## config.mk

```make
export PLATFORM = sky130hd
export DESIGN_NAME = packed_relocation_stream_decoder_unit
export DESIGN_NICKNAME = d
export VERILOG_FILES = /design/src/rtl/prsd_pkg.sv /design/src/rtl/prsd_leb128.sv /design/src/rtl/prsd_engine.sv /design/src/rtl/packed_relocation_stream_decoder_unit.sv
export SDC_FILE = /design/constraint.sdc
export NUM_CORES = 2
export LEC_CHECK = 0
export BUFFER_PORTS_ARGS = -buffer_cell sky130_fd_sc_hd__buf_2
export CORE_MARGIN = 1
export CORE_UTILIZATION = 43
export CTS_CLUSTER_DIAMETER = 200
export DETAILED_ROUTE_END_ITERATION = 10
export HOLD_SLACK_MARGIN = 0.06
export PLACE_DENSITY = 0.67
export SLEW_MARGIN = 20
export SYNTH_ARGS = -nofsm -noshare
export SYNTH_HDL_FRONTEND = slang
export SYNTH_SLANG_ARGS = --single-unit
```

## constraint.sdc

```tcl
create_clock -name clock -period 46.2 [get_ports clock]
set_clock_uncertainty 0.05 [all_clocks]
set_input_delay 9.24 -clock clock [delete_from_list [all_inputs] [get_ports clock]]
set_output_delay 9.24 -clock clock [all_outputs]
set_load 0.01 [all_outputs]
```

## src/rtl/prsd_pkg.sv

```systemverilog
// Shared types, codes and constants of the packed relocation stream decoder.
package prsd_pkg;

   localparam int unsigned MAX_NUMBER_BYTES = 10;
   localparam int unsigned COUNT_WIDTH      = 4;

   typedef enum logic [1:0] {
      ACT_FEED    = 2'd0,
      ACT_STEP    = 2'd1,
      ACT_RESTART = 2'd2,
      ACT_INVALID = 2'd3
   } action_type;

   typedef enum logic [2:0] {
      ST_RECORD     = 3'd0,
      ST_FINISHED   = 3'd1,
      ST_BAD_MAGIC  = 3'd2,
      ST_BIG_GROUP  = 3'd3,
      ST_OVERLONG   = 3'd4,
      ST_UNEXPECTED = 3'd5
   } status_type;

   typedef enum logic [3:0] {
      PH_MAGIC     = 4'd0,
      PH_COUNT     = 4'd1,
      PH_BASE      = 4'd2,
      PH_GSIZE     = 4'd3,
      PH_GFLAGS    = 4'd4,
      PH_GDELTA    = 4'd5,
      PH_GINFO     = 4'd6,
      PH_GADDEND   = 4'd7,
      PH_ROFF      = 4'd8,
      PH_RINFO     = 4'd9,
      PH_RADD      = 4'd10,
      PH_RSTEP     = 4'd11,
      PH_DONE      = 4'd12,
      PH_ERR_MAGIC = 4'd13,
      PH_ERR_GROUP = 4'd14,
      PH_ERR_LONG  = 4'd15
   } phase_type;

   // Group flag bit positions.
   localparam int unsigned FLAG_INFO       = 0;
   localparam int unsigned FLAG_OFFSET     = 1;
   localparam int unsigned FLAG_ADDEND     = 2;
   localparam int unsigned FLAG_HAS_ADDEND = 3;

   localparam logic [7:0] MAGIC_BYTES [4] = '{8'h41, 8'h50, 8'h53, 8'h32};

   typedef struct packed {
      logic [63:0]            acc_next;
      logic [COUNT_WIDTH-1:0] cnt_next;
      logic                   done;
      logic                   overlong;
      logic [63:0]            value;
   } leb_result_type;

   typedef struct packed {
      logic        valid;
      status_type  status;
      logic [63:0] offset;
      logic [63:0] info;
      logic [63:0] addend;
      logic        last;
   } result_type;

endpackage

```

## src/rtl/prsd_leb128.sv

```systemverilog
// One byte step of a signed LEB128 number decoder.
module prsd_leb128 (
   input  logic [63:0]                     acc,
   input  logic [prsd_pkg::COUNT_WIDTH-1:0] cnt,
   input  logic [7:0]                      byte_in,
   output prsd_pkg::leb_result_type        res
);
   import prsd_pkg::*;

   logic [6:0]             shift;
   logic [6:0]             shift_end;
   logic [COUNT_WIDTH-1:0] cnt_inc;
   logic [63:0]            merged;

   always_comb begin
      shift     = 7'(cnt) * 7'd7;
      cnt_inc   = cnt + COUNT_WIDTH'(1);
      shift_end = 7'(cnt_inc) * 7'd7;
      // Digits beyond bit 63 simply fall off the top.
      merged    = acc | ({57'd0, byte_in[6:0]} << shift);

      res.acc_next = merged;
      res.cnt_next = cnt_inc;
      res.done     = ~byte_in[7];
      res.overlong = byte_in[7] & (32'(cnt_inc) >= MAX_NUMBER_BYTES);
      res.value    = merged;
      if (shift_end < 7'd64 && byte_in[6]) begin
         res.value = merged | ({64{1'b1}} << shift_end);
      end
   end

endmodule

```

## src/rtl/prsd_engine.sv

```systemverilog
// Decoder state and the next-state logic for one registered transaction.
module prsd_engine (
   input  logic                    clock,
   input  logic                    reset,
   input  logic                    fire,
   input  logic [1:0]              action,
   input  logic [7:0]              stream_byte,
   output prsd_pkg::result_type    res
);
   import prsd_pkg::*;

   phase_type              phase_ff,  phase_in;
   logic [1:0]             magic_pos_ff, magic_pos_in;
   logic [63:0]            acc_ff,    acc_in;
   logic [COUNT_WIDTH-1:0] cnt_ff,    cnt_in;
   logic [63:0]            rl_ff,     rl_in;
   logic [63:0]            gl_ff,     gl_in;
   logic [63:0]            off_ff,    off_in;
   logic [63:0]            info_ff,   info_in;
   logic [63:0]            add_ff,    add_in;
   logic [3:0]             flags_ff,  flags_in;
   logic [63:0]            step_ff,   step_in;

   leb_result_type         leb;
   logic [63:0]            off_sum;
   logic [63:0]            add_sum;
   logic [63:0]            gl_dec;
   logic                   finish;

   prsd_leb128 u_leb (
      .acc     (acc_ff),
      .cnt     (cnt_ff),
      .byte_in (stream_byte),
      .res     (leb)
   );

   function automatic phase_type reloc_phase(phase_type from, logic [3:0] f);
      phase_type p;
      p = PH_RSTEP;
      if (from <= PH_ROFF && !f[FLAG_OFFSET]) begin
         p = PH_ROFF;
      end else if (from <= PH_RINFO && !f[FLAG_INFO]) begin
         p = PH_RINFO;
      end else if (f[FLAG_HAS_ADDEND] && !f[FLAG_ADDEND]) begin
         p = PH_RADD;
      end
      return p;
   endfunction

   function automatic phase_type begin_reloc(logic [3:0] f, logic [63:0] gl,
                                             logic [63:0] rl);
      phase_type p;
      if (gl != 64'd0) begin
         p = reloc_phase(PH_ROFF, f);
      end else if (rl != 64'd0) begin
         p = PH_GSIZE;
      end else begin
         p = PH_DONE;
      end
      return p;
   endfunction

   function automatic phase_type header_phase(phase_type from, logic [3:0] f,
                                              logic [63:0] gl, logic [63:0] rl);
      phase_type p;
      if (from <= PH_GDELTA && f[FLAG_OFFSET]) begin
         p = PH_GDELTA;
      end else if (from <= PH_GINFO && f[FLAG_INFO]) begin
         p = PH_GINFO;
      end else if (f[FLAG_ADDEND] && f[FLAG_HAS_ADDEND]) begin
         p = PH_GADDEND;
      end else begin
         p = begin_reloc(f, gl, rl);
      end
      return p;
   endfunction

   function automatic logic in_header(phase_type p);
      return (p == PH_GDELTA) || (p == PH_GINFO) || (p == PH_GADDEND);
   endfunction

   assign off_sum = off_ff + ((phase_ff == PH_ROFF) ? leb.value : step_ff);
   assign add_sum = add_ff + leb.value;
   assign gl_dec  = gl_ff - 64'd1;

   always_comb begin
      phase_in     = phase_ff;
      magic_pos_in = magic_pos_ff;
      acc_in       = acc_ff;
      cnt_in       = cnt_ff;
      rl_in        = rl_ff;
      gl_in        = gl_ff;
      off_in       = off_ff;
      info_in      = info_ff;
      add_in       = add_ff;
      flags_in     = flags_ff;
      step_in      = step_ff;
      finish       = 1'b0;
      res          = '0;

      if (fire) begin
         case (action_type'(action))
            ACT_RESTART: begin
               phase_in     = PH_MAGIC;
               magic_pos_in = '0;
               acc_in       = '0;
               cnt_in       = '0;
               rl_in        = '0;
               gl_in        = '0;
               off_in       = '0;
               info_in      = '0;
               add_in       = '0;
               flags_in     = '0;
               step_in      = '0;
            end
            ACT_FEED, ACT_STEP: begin
               case (phase_ff)
                  PH_ERR_MAGIC: begin
                     res.valid  = 1'b1;
                     res.status = ST_BAD_MAGIC;
                  end
                  PH_ERR_GROUP: begin
                     res.valid  = 1'b1;
                     res.status = ST_BIG_GROUP;
                  end
                  PH_ERR_LONG: begin
                     res.valid  = 1'b1;
                     res.status = ST_OVERLONG;
                  end
                  PH_DONE: begin
                     res.valid  = 1'b1;
                     res.status = ST_FINISHED;
                  end
                  PH_RSTEP: begin
                     if (action_type'(action) != ACT_STEP) begin
                        res.valid  = 1'b1;
                        res.status = ST_UNEXPECTED;
                     end else begin
                        finish = 1'b1;
                     end
                  end
                  default: begin
                     if (action_type'(action) != ACT_FEED) begin
                        res.valid  = 1'b1;
                        res.status = ST_UNEXPECTED;
                     end else if (phase_ff == PH_MAGIC) begin
                        if (stream_byte != MAGIC_BYTES[magic_pos_ff]) begin
                           phase_in   = PH_ERR_MAGIC;
                           res.valid  = 1'b1;
                           res.status = ST_BAD_MAGIC;
                        end else if (magic_pos_ff == 2'd3) begin
                           magic_pos_in = '0;
                           phase_in     = PH_COUNT;
                        end else begin
                           magic_pos_in = magic_pos_ff + 2'd1;
                        end
                     end else begin
                        acc_in = leb.acc_next;
                        cnt_in = leb.cnt_next;
                        if (leb.overlong) begin
                           phase_in   = PH_ERR_LONG;
                           res.valid  = 1'b1;
                           res.status = ST_OVERLONG;
                        end else if (leb.done) begin
                           acc_in = '0;
                           cnt_in = '0;
                           case (phase_ff)
                              PH_COUNT: begin
                                 rl_in    = leb.value;
                                 phase_in = PH_BASE;
                              end
                              PH_BASE: begin
                                 off_in = leb.value;
                                 if (rl_ff == 64'd0) begin
                                    phase_in   = PH_DONE;
                                    res.valid  = 1'b1;
                                    res.status = ST_FINISHED;
                                 end else begin
                                    phase_in = PH_GSIZE;
                                 end
                              end
                              PH_GSIZE: begin
                                 if (leb.value > rl_ff) begin
                                    phase_in   = PH_ERR_GROUP;
                                    res.valid  = 1'b1;
                                    res.status = ST_BIG_GROUP;
                                 end else begin
                                    rl_in    = rl_ff - leb.value;
                                    gl_in    = leb.value;
                                    phase_in = PH_GFLAGS;
                                 end
                              end
                              PH_GFLAGS: begin
                                 flags_in = leb.value[3:0];
                                 phase_in = header_phase(PH_GDELTA, leb.value[3:0],
                                                         gl_ff, rl_ff);
                                 if (!in_header(phase_in) &&
                                     !leb.value[FLAG_HAS_ADDEND]) begin
                                    add_in = '0;
                                 end
                              end
                              PH_GDELTA: begin
                                 step_in  = leb.value;
                                 phase_in = header_phase(PH_GINFO, flags_ff, gl_ff, rl_ff);
                                 if (!in_header(phase_in) && !flags_ff[FLAG_HAS_ADDEND]) begin
                                    add_in = '0;
                                 end
                              end
                              PH_GINFO: begin
                                 info_in  = leb.value;
                                 phase_in = header_phase(PH_GADDEND, flags_ff, gl_ff, rl_ff);
                                 if (!in_header(phase_in) && !flags_ff[FLAG_HAS_ADDEND]) begin
                                    add_in = '0;
                                 end
                              end
                              PH_GADDEND: begin
                                 add_in   = flags_ff[FLAG_HAS_ADDEND] ? add_sum : '0;
                                 phase_in = begin_reloc(flags_ff, gl_ff, rl_ff);
                              end
                              PH_ROFF: begin
                                 off_in   = off_sum;
                                 phase_in = reloc_phase(PH_RINFO, flags_ff);
                                 finish   = (phase_in == PH_RSTEP);
                              end
                              PH_RINFO: begin
                                 info_in  = leb.value;
                                 phase_in = reloc_phase(PH_RADD, flags_ff);
                                 finish   = (phase_in == PH_RSTEP);
                              end
                              PH_RADD: begin
                                 add_in = add_sum;
                                 finish = 1'b1;
                              end
                              default: begin
                              end
                           endcase
                        end
                     end
                  end
               endcase
            end
            default: begin
               res.valid  = 1'b1;
               res.status = ST_UNEXPECTED;
            end
         endcase

         // Completing a relocation: apply the shared delta and emit the record.
         if (finish) begin
            if (flags_ff[FLAG_OFFSET]) begin
               off_in = off_sum;
            end
            gl_in      = gl_dec;
            phase_in   = begin_reloc(flags_ff, gl_dec, rl_ff);
            res.valid  = 1'b1;
            res.status = ST_RECORD;
            res.offset = off_in;
            res.info   = info_in;
            res.addend = add_in;
            res.last   = (gl_dec == 64'd0) && (rl_ff == 64'd0);
         end
      end
   end

   always_ff @(posedge clock) begin
      if (reset) begin
         phase_ff     <= PH_MAGIC;
         magic_pos_ff <= '0;
         acc_ff       <= '0;
         cnt_ff       <= '0;
         rl_ff        <= '0;
         gl_ff        <= '0;
         off_ff       <= '0;
         info_ff      <= '0;
         add_ff       <= '0;
         flags_ff     <= '0;
         step_ff      <= '0;
      end else begin
         phase_ff     <= phase_in;
         magic_pos_ff <= magic_pos_in;
         acc_ff       <= acc_in;
         cnt_ff       <= cnt_in;
         rl_ff        <= rl_in;
         gl_ff        <= gl_in;
         off_ff       <= off_in;
         info_ff      <= info_in;
         add_ff       <= add_in;
         flags_ff     <= flags_in;
         step_ff      <= step_in;
      end
   end

   a_restart_clears: assert property (@(posedge clock) disable iff (reset)
      fire && action_type'(action) == ACT_RESTART |=> phase_ff == PH_MAGIC && cnt_ff == '0)
      else $error("restart did not return the decoder to the magic check");

   // The byte count only reaches the limit in the halted over-long state.
   a_count_bounded: assert property (@(posedge clock) disable iff (reset)
      phase_ff != PH_ERR_LONG |-> 32'(cnt_ff) < MAX_NUMBER_BYTES)
      else $error("number byte count reached the overlong limit");

   a_step_has_reloc: assert property (@(posedge clock) disable iff (reset)
      phase_ff == PH_RSTEP |-> gl_ff != 64'd0)
      else $error("step pending with no relocation left in the group");

endmodule

```

## src/rtl/packed_relocation_stream_decoder_unit.sv

```systemverilog
// Top level of the packed relocation stream decoder: input and result registers.
//
//   Channel | Direction | Handshake             | Payload
//   req_    | in        | req_valid, req_stall  | req_action, req_stream_byte
//   rsp_    | out       | rsp_valid, rsp_stall  | rsp_status, rsp_rec_offset,
//           |           |                       | rsp_rec_info, rsp_rec_addend,
//           |           |                       | rsp_is_last
//
// One transaction per clock is accepted and decoded unless req_stall holds it; a
// result passes through the input register, one decode step and the result
// register, and is taken at an edge where rsp_stall is low.
// Reset is synchronous and active high; it returns the decoder to the magic check.
// A stalled result holds the result register; the input register then holds its
// transaction and req_stall rises only while both registers are occupied.
module packed_relocation_stream_decoder_unit (
   input  logic               clock,
   input  logic               reset,
   input  logic               req_valid,
   output logic               req_stall,
   input  logic [1:0]         req_action,
   input  logic [7:0]         req_stream_byte,
   output logic               rsp_valid,
   input  logic               rsp_stall,
   output logic [2:0]         rsp_status,
   output logic [63:0]        rsp_rec_offset,
   output logic [63:0]        rsp_rec_info,
   output logic signed [63:0] rsp_rec_addend,
   output logic               rsp_is_last
);
   import prsd_pkg::*;

   // Input register: holds one accepted transaction until the decoder takes it.
   logic        in_valid_ff,  in_valid_in;
   logic [1:0]  in_action_ff;
   logic [7:0]  in_byte_ff;

   // Result register.
   logic        out_valid_ff, out_valid_in;
   logic [2:0]  out_status_ff;
   logic [63:0] out_offset_ff;
   logic [63:0] out_info_ff;
   logic [63:0] out_addend_ff;
   logic        out_last_ff;

   logic        advance;
   logic        fire;
   result_type  res;

   // The decode step may proceed whenever the result register is free or being
   // emptied in this cycle.
   assign advance   = ~out_valid_ff | ~rsp_stall;
   assign fire      = in_valid_ff & advance;
   assign req_stall = in_valid_ff & ~advance;

   assign in_valid_in  = req_stall ? in_valid_ff : req_valid;
   assign out_valid_in = advance ? (fire & res.valid) : out_valid_ff;

   prsd_engine u_engine (
      .clock       (clock),
      .reset       (reset),
      .fire        (fire),
      .action      (in_action_ff),
      .stream_byte (in_byte_ff),
      .res         (res)
   );

   always_ff @(posedge clock) begin
      if (reset) begin
         in_valid_ff  <= 1'b0;
         out_valid_ff <= 1'b0;
      end else begin
         in_valid_ff  <= in_valid_in;
         out_valid_ff <= out_valid_in;
      end
   end

   // Payload registers load only on a completed handshake or a new result.
   always_ff @(posedge clock) begin
      if (req_valid && !req_stall) begin
         in_action_ff <= req_action;
         in_byte_ff   <= req_stream_byte;
      end
      if (fire && res.valid) begin
         out_status_ff <= res.status;
         out_offset_ff <= res.offset;
         out_info_ff   <= res.info;
         out_addend_ff <= res.addend;
         out_last_ff   <= res.last;
      end
   end

   assign rsp_valid      = out_valid_ff;
   assign rsp_status     = out_status_ff;
   assign rsp_rec_offset = out_offset_ff;
   assign rsp_rec_info   = out_info_ff;
   assign rsp_rec_addend = $signed(out_addend_ff);
   assign rsp_is_last    = out_last_ff;

   // Error and finish transactions carry an all-zero record.
   a_error_zero: assert property (@(posedge clock) disable iff (reset)
      rsp_valid && rsp_status != ST_RECORD |->
         rsp_rec_offset == 64'd0 && rsp_rec_info == 64'd0 &&
         rsp_rec_addend == 64'sd0 && !rsp_is_last)
      else $error("non-record result carries a non-zero payload");

   a_last_is_record: assert property (@(posedge clock) disable iff (reset)
      rsp_valid && rsp_is_last |-> rsp_status == ST_RECORD)
      else $error("last flag set on a non-record result");

   a_stall_only_when_full: assert property (@(posedge clock) disable iff (reset)
      req_stall |-> out_valid_ff && in_valid_ff)
      else $error("request stalled while a register stage was free");

endmodule

```

Word level (Yosys, flattened, before mapping)
Index checks and enable logic that the tools add are counted.
{"block": "word_totals", "register_bits": 670, "inputBits": 14, "output_inout_bits": 198, "wordCells": 314}
{"block": "op_classes", "n_addsub": 6, "multipliers": 2, "magnitude_cmp": 4, "eq_ne": 52, "n_shift": 2, "n_mux": 170, "n_bitwise": 12, "n_reduce_logical": 46}
{"cell": "2-to-1 mux 64 bit", "count": 49}
{"cell": "case mux 64 bit (2 select lines)", "count": 9}
{"cell": "2-to-1 mux 197 bit", "count": 2}
{"cell": "2-to-1 mux 4 bit", "count": 82}
{"cell": "case mux 64 bit (5 select lines)", "count": 1}
{"cell": "nonzero test 64 bit", "count": 3}
{"cell": "adder 64 bit", "count": 2}
{"cell": "zero test 64 bit", "count": 2}
{"cell": "OR 64 bit", "count": 2}
{"cell": "greater-than comparator 64 bit", "count": 1}
{"cell": "left shift 64 x 7 -> 64 bit (first input constant)", "count": 1}
{"cell": "left shift 7 x 7 -> 64 bit", "count": 1}
{"cell": "subtractor 64 x 1 -> 64 bit (second input constant)", "count": 1}
{"cell": "subtractor 64 bit", "count": 1}
{"cell": "equality test 4 x 3 -> 1 bit (second input constant)", "count": 13}
{"cell": "equality test 4 bit (second input constant)", "count": 10}
{"cell": "case mux 4 bit (2 select lines)", "count": 5}
{"cell": "case mux 4 bit (9 select lines)", "count": 1}
{"cell": "case mux 4 bit (5 select lines)", "count": 1}
{"cell": "!= test 3 bit (second input constant)", "count": 6}
{"cell": "AND reduction 9 bit", "count": 2}
{"cell": "binary-select mux 8 bit (select 2 bit)", "count": 1}
{"cell": "2-to-1 mux 8 bit", "count": 2}
{"cell": "!= test 2 bit (second input constant)", "count": 8}
{"cell": "other kinds (40)", "count": 88}

Logic depth before layout (Yosys ltp)
{"block": "logic_depth", "depth_word": 33, "depth_mapped": 32, "ltp_nobuf": 27}

Hierarchy
Synthesis repeated with hierarchy kept, for this count alone.
{"block": "hier_totals", "cells_unflattened": 5928, "hier_area_um2": 45618.8}
{"module": "prsd_engine", "n_inst": 1, "cells_per_inst": 5429, "area_per_inst_um2": 37475.9}
{"module": "packed_relocation_stream_decoder_unit", "n_inst": 1, "cells_per_inst": 218, "area_per_inst_um2": 6279.8}
{"module": "prsd_leb128", "n_inst": 1, "cells_per_inst": 281, "area_per_inst_um2": 1863.0}

Worst setup path before layout
OpenSTA, ideal clock, no wires.
{"block": "synth_timing", "path_type": "input port to flip-flop", "start": "in rsp_stall", "end": "reg out_last_ff, in the netlist rsp_is_last, enable pin", "arrival_ps": 18218, "required_ps": 45395, "path_slack_ps": 27177, "cell_stages": 6, "path_cell_list": "nand2_1 -> nand2_1 -> clkbuf_1 -> clkbuf_1 -> clkbuf_1 -> nor2_1"}
{"block": "synth_between", "elab_chain_cells": 5}
{"item": "start, declared", "line": "packed_relocation_stream_decoder_unit.sv:23", "rtl": "input logic rsp_stall,"}
{"item": "NOT 1 bit (*)", "line": "packed_relocation_stream_decoder_unit.sv:51", "rtl": "assign advance = ~out_valid_ff | ~rsp_stall;"}
{"item": "OR 1 bit (*)", "line": "packed_relocation_stream_decoder_unit.sv:51"}
{"item": "AND 1 bit (*)", "line": "packed_relocation_stream_decoder_unit.sv:52", "rtl": "assign fire = in_valid_ff & advance;"}
{"item": "2-to-1 mux 197 bit", "line": "prsd_engine.sv:101", "rtl": "if (fire) begin"}
{"item": "logical AND 1 bit (*)", "line": "packed_relocation_stream_decoder_unit.sv:83", "rtl": "if (fire && res.valid) begin"}
{"item": "end signal, assigned", "line": "packed_relocation_stream_decoder_unit.sv:88", "rtl": "out_last_ff <= res.last;"}
{"item": "end, declared", "line": "packed_relocation_stream_decoder_unit.sv:43", "rtl": "logic out_last_ff;"}
Every way passes the cells marked *; elsewhere a longest branch is shown, timed or not.
A chain may end at the register's enable or synchronous reset.

Final worst setup path
{"block": "layout_timing", "start": "in rsp_stall", "end": "out req_stall"}
{"block": "layout_between", "elab_chain_cells": 4}
{"item": "NOT 1 bit", "line": "packed_relocation_stream_decoder_unit.sv:51"}
{"item": "OR 1 bit", "line": "packed_relocation_stream_decoder_unit.sv:51"}
{"item": "NOT 1 bit", "line": "packed_relocation_stream_decoder_unit.sv:53", "rtl": "assign req_stall = in_valid_ff & ~advance;"}
{"item": "AND 1 bit", "line": "packed_relocation_stream_decoder_unit.sv:53"}
{"item": "end, declared", "line": "packed_relocation_stream_decoder_unit.sv:19", "rtl": "output logic req_stall,"}
Every way passes these cells.

==> results.md <==
- The flow ran to the end, and the final reports show no timing, DRC or antenna violations.
- The clock tree from TritonCTS is built.
- Global routing consumed, over all layers together, 34.7% of the routing resources.
- The clock latency on the worst-skew pair is 670 ps.
- The number of nets handed over by synthesis was 5,851.
- The critical path starts at rsp_stall.
- The register-to-register setup slack is 35,290 ps.
- The multiplexer area fraction after synthesis is 0.0915%.
- The slowest stage of the critical path is the sky130_fd_sc_hd__and3_1 cell.
- The synthesized design contains 670 register bits.
- The longest clock path from root to sink contains 3 buffers.
- The worst reg2reg path startpoint is u_engine.cnt_ff[0].
- The synthesized instance count is 5,617.
- The tightest min-delay check is of the reg2reg type.
- In this run the number of cells on the critical path is 3.
- The number of buffers and inverters on the critical path is 2.
- Walking the worst path, the cells encountered are buf_2 -> and3_1 -> buf_2.
- Summing the areas of all compound-gate instances in the mapped netlist gives 29.5% of the synthesized area.
- The number of clock sinks is 670.
- The final total negative setup slack is 0 ps.
- The layout net count is 5,877.
- Max-cap violations in this run came to 0.
- In the finished design, the share of the clock period the worst path needs comes to 41.1%.
- In this run the number of H-tree levels came out at 3.
- The first global-routing pass estimated 269,000 um of wire.
- After clock tree synthesis, the repair step resized 0 gates.
- In this design, the largest share of critical-path delay is due to buffers and inverters.
- The via count of the first global-routing pass is 41,000.
- Prior to clock tree synthesis, the placed netlist has a worst setup slack of 27,230 ps.
- Summing over every cut layer, the via total after detailed routing is 45,800.
- In this run the power density over the cells is 31.3 nW/um^2.
- The post-layout utilization of the core is 48.7%.
- Following the worst setup path forward leads to its endpoint at req_stall.
- The die area is 103,000 sq um.
- The maximum number of pins on one net before global-route repair is 92.
- The flip-flop cell with the highest count after synthesis is sky130_fd_sc_hd__dfxtp_1.
- The total count of max-transition violations in the final report came to 0.
- The arithmetic-cell share of the synthesized area counting full adders, half adders and majority gates is 6.36%.
- On the final layout, the worst hold slack is 403 ps.
- By instance count, the cell type seen most on the critical path is sky130_fd_sc_hd__buf_2.
- After synthesis, flip-flops and latches occupy 35.3% of the total area.
- The static power due to leakage is 19.1 nW.
- Routability-driven placement finished with a final weighted congestion of 1.05.
- The largest single stage delay on the critical path is 190 ps.
- The clock buffer count from CTS is 78.
- The endpoint of the worst-slack reg-to-reg timing path is rsp_rec_offset[54].
- At the pin with the least slew margin, the transition time is 1240 ps.
- The area growth from synthesis to layout is 11.7%.
- After clock tree synthesis, the clock-pin slew on the worst setup and hold paths is 70 ps.
- The number of setup buffers added after CTS is 0.
- The initial standard-cell utilization of the core is 43.6%.
- For this run the aggregate overflow at the end of global routing stands at 0.
- The total of buffers placed on input and output ports is 211.
- The distinct cell type count after synthesis is 88.
- The required time at the endpoint of the critical path is 36,910 ps.
- After synthesis, the largest family of logic cells by area is compound AO/OA/AOI/OAI gates.
- The post-synthesis average cell area is 7.79 sq um.
- The worst-case reg-to-reg path depth is 26.
- The core region is 100,000 sq um.
- The worst setup path is captured at an output pin.
- During synthesis, Yosys emitted a total of 0 warnings.
- The number of top-level pins is 212.
- The floorplan die width is 321 um.
- Dividing the detail-routed wire length by the instance count gives 26.2 um.
- The number of setup violations in the final report is 0.
- The number of vias per cell is 6.48.
- After synthesis, the share of flip-flops with an asynchronous set or reset is 0%.
- The post-route antenna net violation count is 0.
- The startpoint type of the worst setup path is an input pin.
- The simple-gate share of the synthesized area is 19.7%.
- In this run the tightest slew margin relative to its limit is 16.9%.
- Measured along the y axis, the die boundary spans 321 um.
- The quantity of hold-fixing buffers added after cts is 0.
- The worst setup path is of the in2out kind.
- The tree is rooted in a sky130_fd_sc_hd__clkbuf_16.
- Setup slack closes at 27,230 ps.
- The number of iterations in the first detailed-routing pass is 8.
- The floorplan row count is 116.
- Detailed placement ended at an HPWL of 131,000 um.
- The total count of hold-check failures in the final report is 0.
- The clock period could shrink to 18,970 ps.
- The synthesized cell area is 43,800 sq um.
- The count of routing violations after the opening detailed-route iteration is 6,433.
- The signal arrival time at the worst endpoint is 9680 ps.
- The number of antenna violations at the first check in global routing is 8.
- Setup repair after global routing left no endpoint under its margin.
- In this run the worst path has a maximum fanout of 3.
- The number of remaining DRC errors is 0.
- The xor-xnor portion of the synthesized cell area is 4.26%.
- Timing would allow up to 52.7 MHz.
- The worst-case IR drop observed on VDD is 0.0229 mV.
- The number of enable flip-flop cells after synthesis is 206.
- The total detailed-routing wirelength is 186,000 um.
- In the final layout, the share of cells above drive strength 1 is 9.60%.
area by class of cell:
class                      count  area [sq um]
antenna                        5          12.5
clock buffer                  93          2090
clock inverter                50           573
fill                        9931         51500
inverter                     141           529
multi-input combinational   4395         26400
sequential                   670         15500
tap                         1357          1700
timing repair buffer         357          2180
sequential cells by signal, indices dropped and copies added (netlist names), 8 cells and up:
signal,cells
rsp_rec_offset,64
u_engine.info_ff,64
rsp_rec_info,64
u_engine.gl_ff,64
u_engine.add_ff,64
rsp_rec_addend,64
u_engine.step_ff,64
u_engine.acc_ff,64
in_byte_ff,8
u_engine.off_ff,64
u_engine.rl_ff,64
power breakdown:
| part | internal, mW | total (mW) | switching (mW) | leakage [nW] |
|---|---|---|---|---|
| combinational | 0.0662 | 0.245 | 0.179 | 12.1 |
| clock | 0.382 | 0.657 | 0.275 | 1.30 |
| sequential | 0.618 | 0.627 | 0.00923 | 5.72 |
| total | 1.07 | 1.53 | 0.463 | 19.1 |
cell usage after synthesis, types with 13 or more instances:
library cell | instances | area, sq um
sky130_fd_sc_hd__nor3_1 | 152 | 761
sky130_fd_sc_hd__nand2_1 | 567 | 2130
sky130_fd_sc_hd__or2_2 | 13 | 81.3
sky130_fd_sc_hd__o211ai_1 | 32 | 240
sky130_fd_sc_hd__and4_1 | 13 | 114
sky130_fd_sc_hd__buf_1 | 18 | 67.6
sky130_fd_sc_hd__ha_1 | 217 | 2720
sky130_fd_sc_hd__a21o_1 | 142 | 1070
sky130_fd_sc_hd__or3_1 | 32 | 200
sky130_fd_sc_hd__and2_1 | 28 | 175
sky130_fd_sc_hd__a221oi_1 | 39 | 342
sky130_fd_sc_hd__a211oi_1 | 72 | 541
sky130_fd_sc_hd__nor2b_1 | 41 | 257
sky130_fd_sc_hd__nor4_1 | 46 | 288
sky130_fd_sc_hd__o22ai_1 | 31 | 194
sky130_fd_sc_hd__a21oi_1 | 607 | 3040
sky130_fd_sc_hd__dfxtp_1 | 464 | 9290
sky130_fd_sc_hd__o21ai_1 | 17 | 85.1
sky130_fd_sc_hd__nand2b_1 | 26 | 163
sky130_fd_sc_hd__a2111oi_0 | 27 | 236
sky130_fd_sc_hd__o31ai_1 | 27 | 203
sky130_fd_sc_hd__nor2_1 | 797 | 2990
sky130_fd_sc_hd__a211o_1 | 29 | 254
sky130_fd_sc_hd__o21ai_0 | 403 | 2020
sky130_fd_sc_hd__clkbuf_1 | 382 | 1430
sky130_fd_sc_hd__a221o_1 | 25 | 250
sky130_fd_sc_hd__a31oi_1 | 53 | 332
sky130_fd_sc_hd__nand3_1 | 67 | 335
sky130_fd_sc_hd__and3_1 | 28 | 175
sky130_fd_sc_hd__xnor2_1 | 120 | 1050
sky130_fd_sc_hd__edfxtp_1 | 206 | 6190
sky130_fd_sc_hd__inv_1 | 138 | 518
sky130_fd_sc_hd__o32ai_1 | 16 | 140
sky130_fd_sc_hd__a22oi_1 | 270 | 2030
sky130_fd_sc_hd__o21bai_1 | 38 | 285
sky130_fd_sc_hd__xor2_1 | 93 | 815
sky130_fd_sc_hd__nand4_1 | 73 | 457
sky130_fd_sc_hd__a22o_1 | 23 | 201
sky130_fd_sc_hd__o21a_1 | 48 | 360
cells in the final DEF, fill, tap and decap left out, drive strengths merged, types with 25 or more instances in the layout:
cell and count:
edfxtp 206, a211o 29, a21oi 607, clkbuf 93, a31oi 53, a2111oi 27, nand3 67, a21o 142
o21bai 38, buf 357, o22ai 31, a221oi 40, a22oi 270, and2 34, ha 217, nor3 159
a211oi 72, o21a 48, and3 28, nor2 797, o21ai 420, dfxtp 464, nand2b 26, o31ai 27
nand4 74, clkinv 33, or3 33, nand2 567, xnor2 120, nor4 48, inv 145, nor2b 41
o211ai 32, xor2 93, a221o 25
logic make-up (layout without fill, tap and decap cells):
family / Yosys count / in the layout
buffers and inverters: 552 / 641
adder cells (fa/ha/maj): 221 / 221
XOR/XNOR: 213 / 213
multiplexers: 4 / 4
other: 0 / 5
AND/OR/NAND/NOR: 1937 / 1937
flip-flops: 670 / 670
AO/OA/AOI/OAI: 2020 / 2020
routing by layer:
| metal | global-route usage, % | part of all wire, % |
|---|---|---|
| met1 | 48.0 | 41 |
| met2 | 49.0 | 40 |
| met3 | 8.88 | 12 |
| met4 | 18.6 | 5.9 |
| met5 | 0 | 0.034 |
worst reg2reg max path: cells and delay by family, from the launching register on:
family	cells	cell delay (ps)
adders and majority gates	3	1160
AOI/OAI and AO/OA	12	4280
xor gates and xnor gates	3	840
and+or+nand+nor	5	1260
DFF	1	850
buffers and inverters	3	1990
worst min path at each step:
stage               slack [ps]                 start  cells past startpoint              endpoint
floorplan                  380   u_engine.acc_ff[63]                      2   u_engine.acc_ff[63]
global placement           390  u_engine.step_ff[23]                      2  u_engine.step_ff[23]
detailed placement         390  u_engine.step_ff[23]                      2  u_engine.step_ff[23]
CTS                        400  u_engine.step_ff[23]                      2  u_engine.step_ff[23]
global route               430   u_engine.step_ff[8]                      2   u_engine.step_ff[8]
finish                     400  u_engine.step_ff[23]                      2  u_engine.step_ff[23]
metrics by stage:
stage,power (mW),cell area [sq um],std cells
6_report,1.53,48900,7068
5_1_grt,1.57,48900,7063
4_1_cts,1.52,48900,7062
2_1_floorplan,0.783,43800,5617
3_3_place_gp,0.873,46200,6919
3_5_place_dp,0.874,46200,6919
Power figures use the tool's default switching activity.
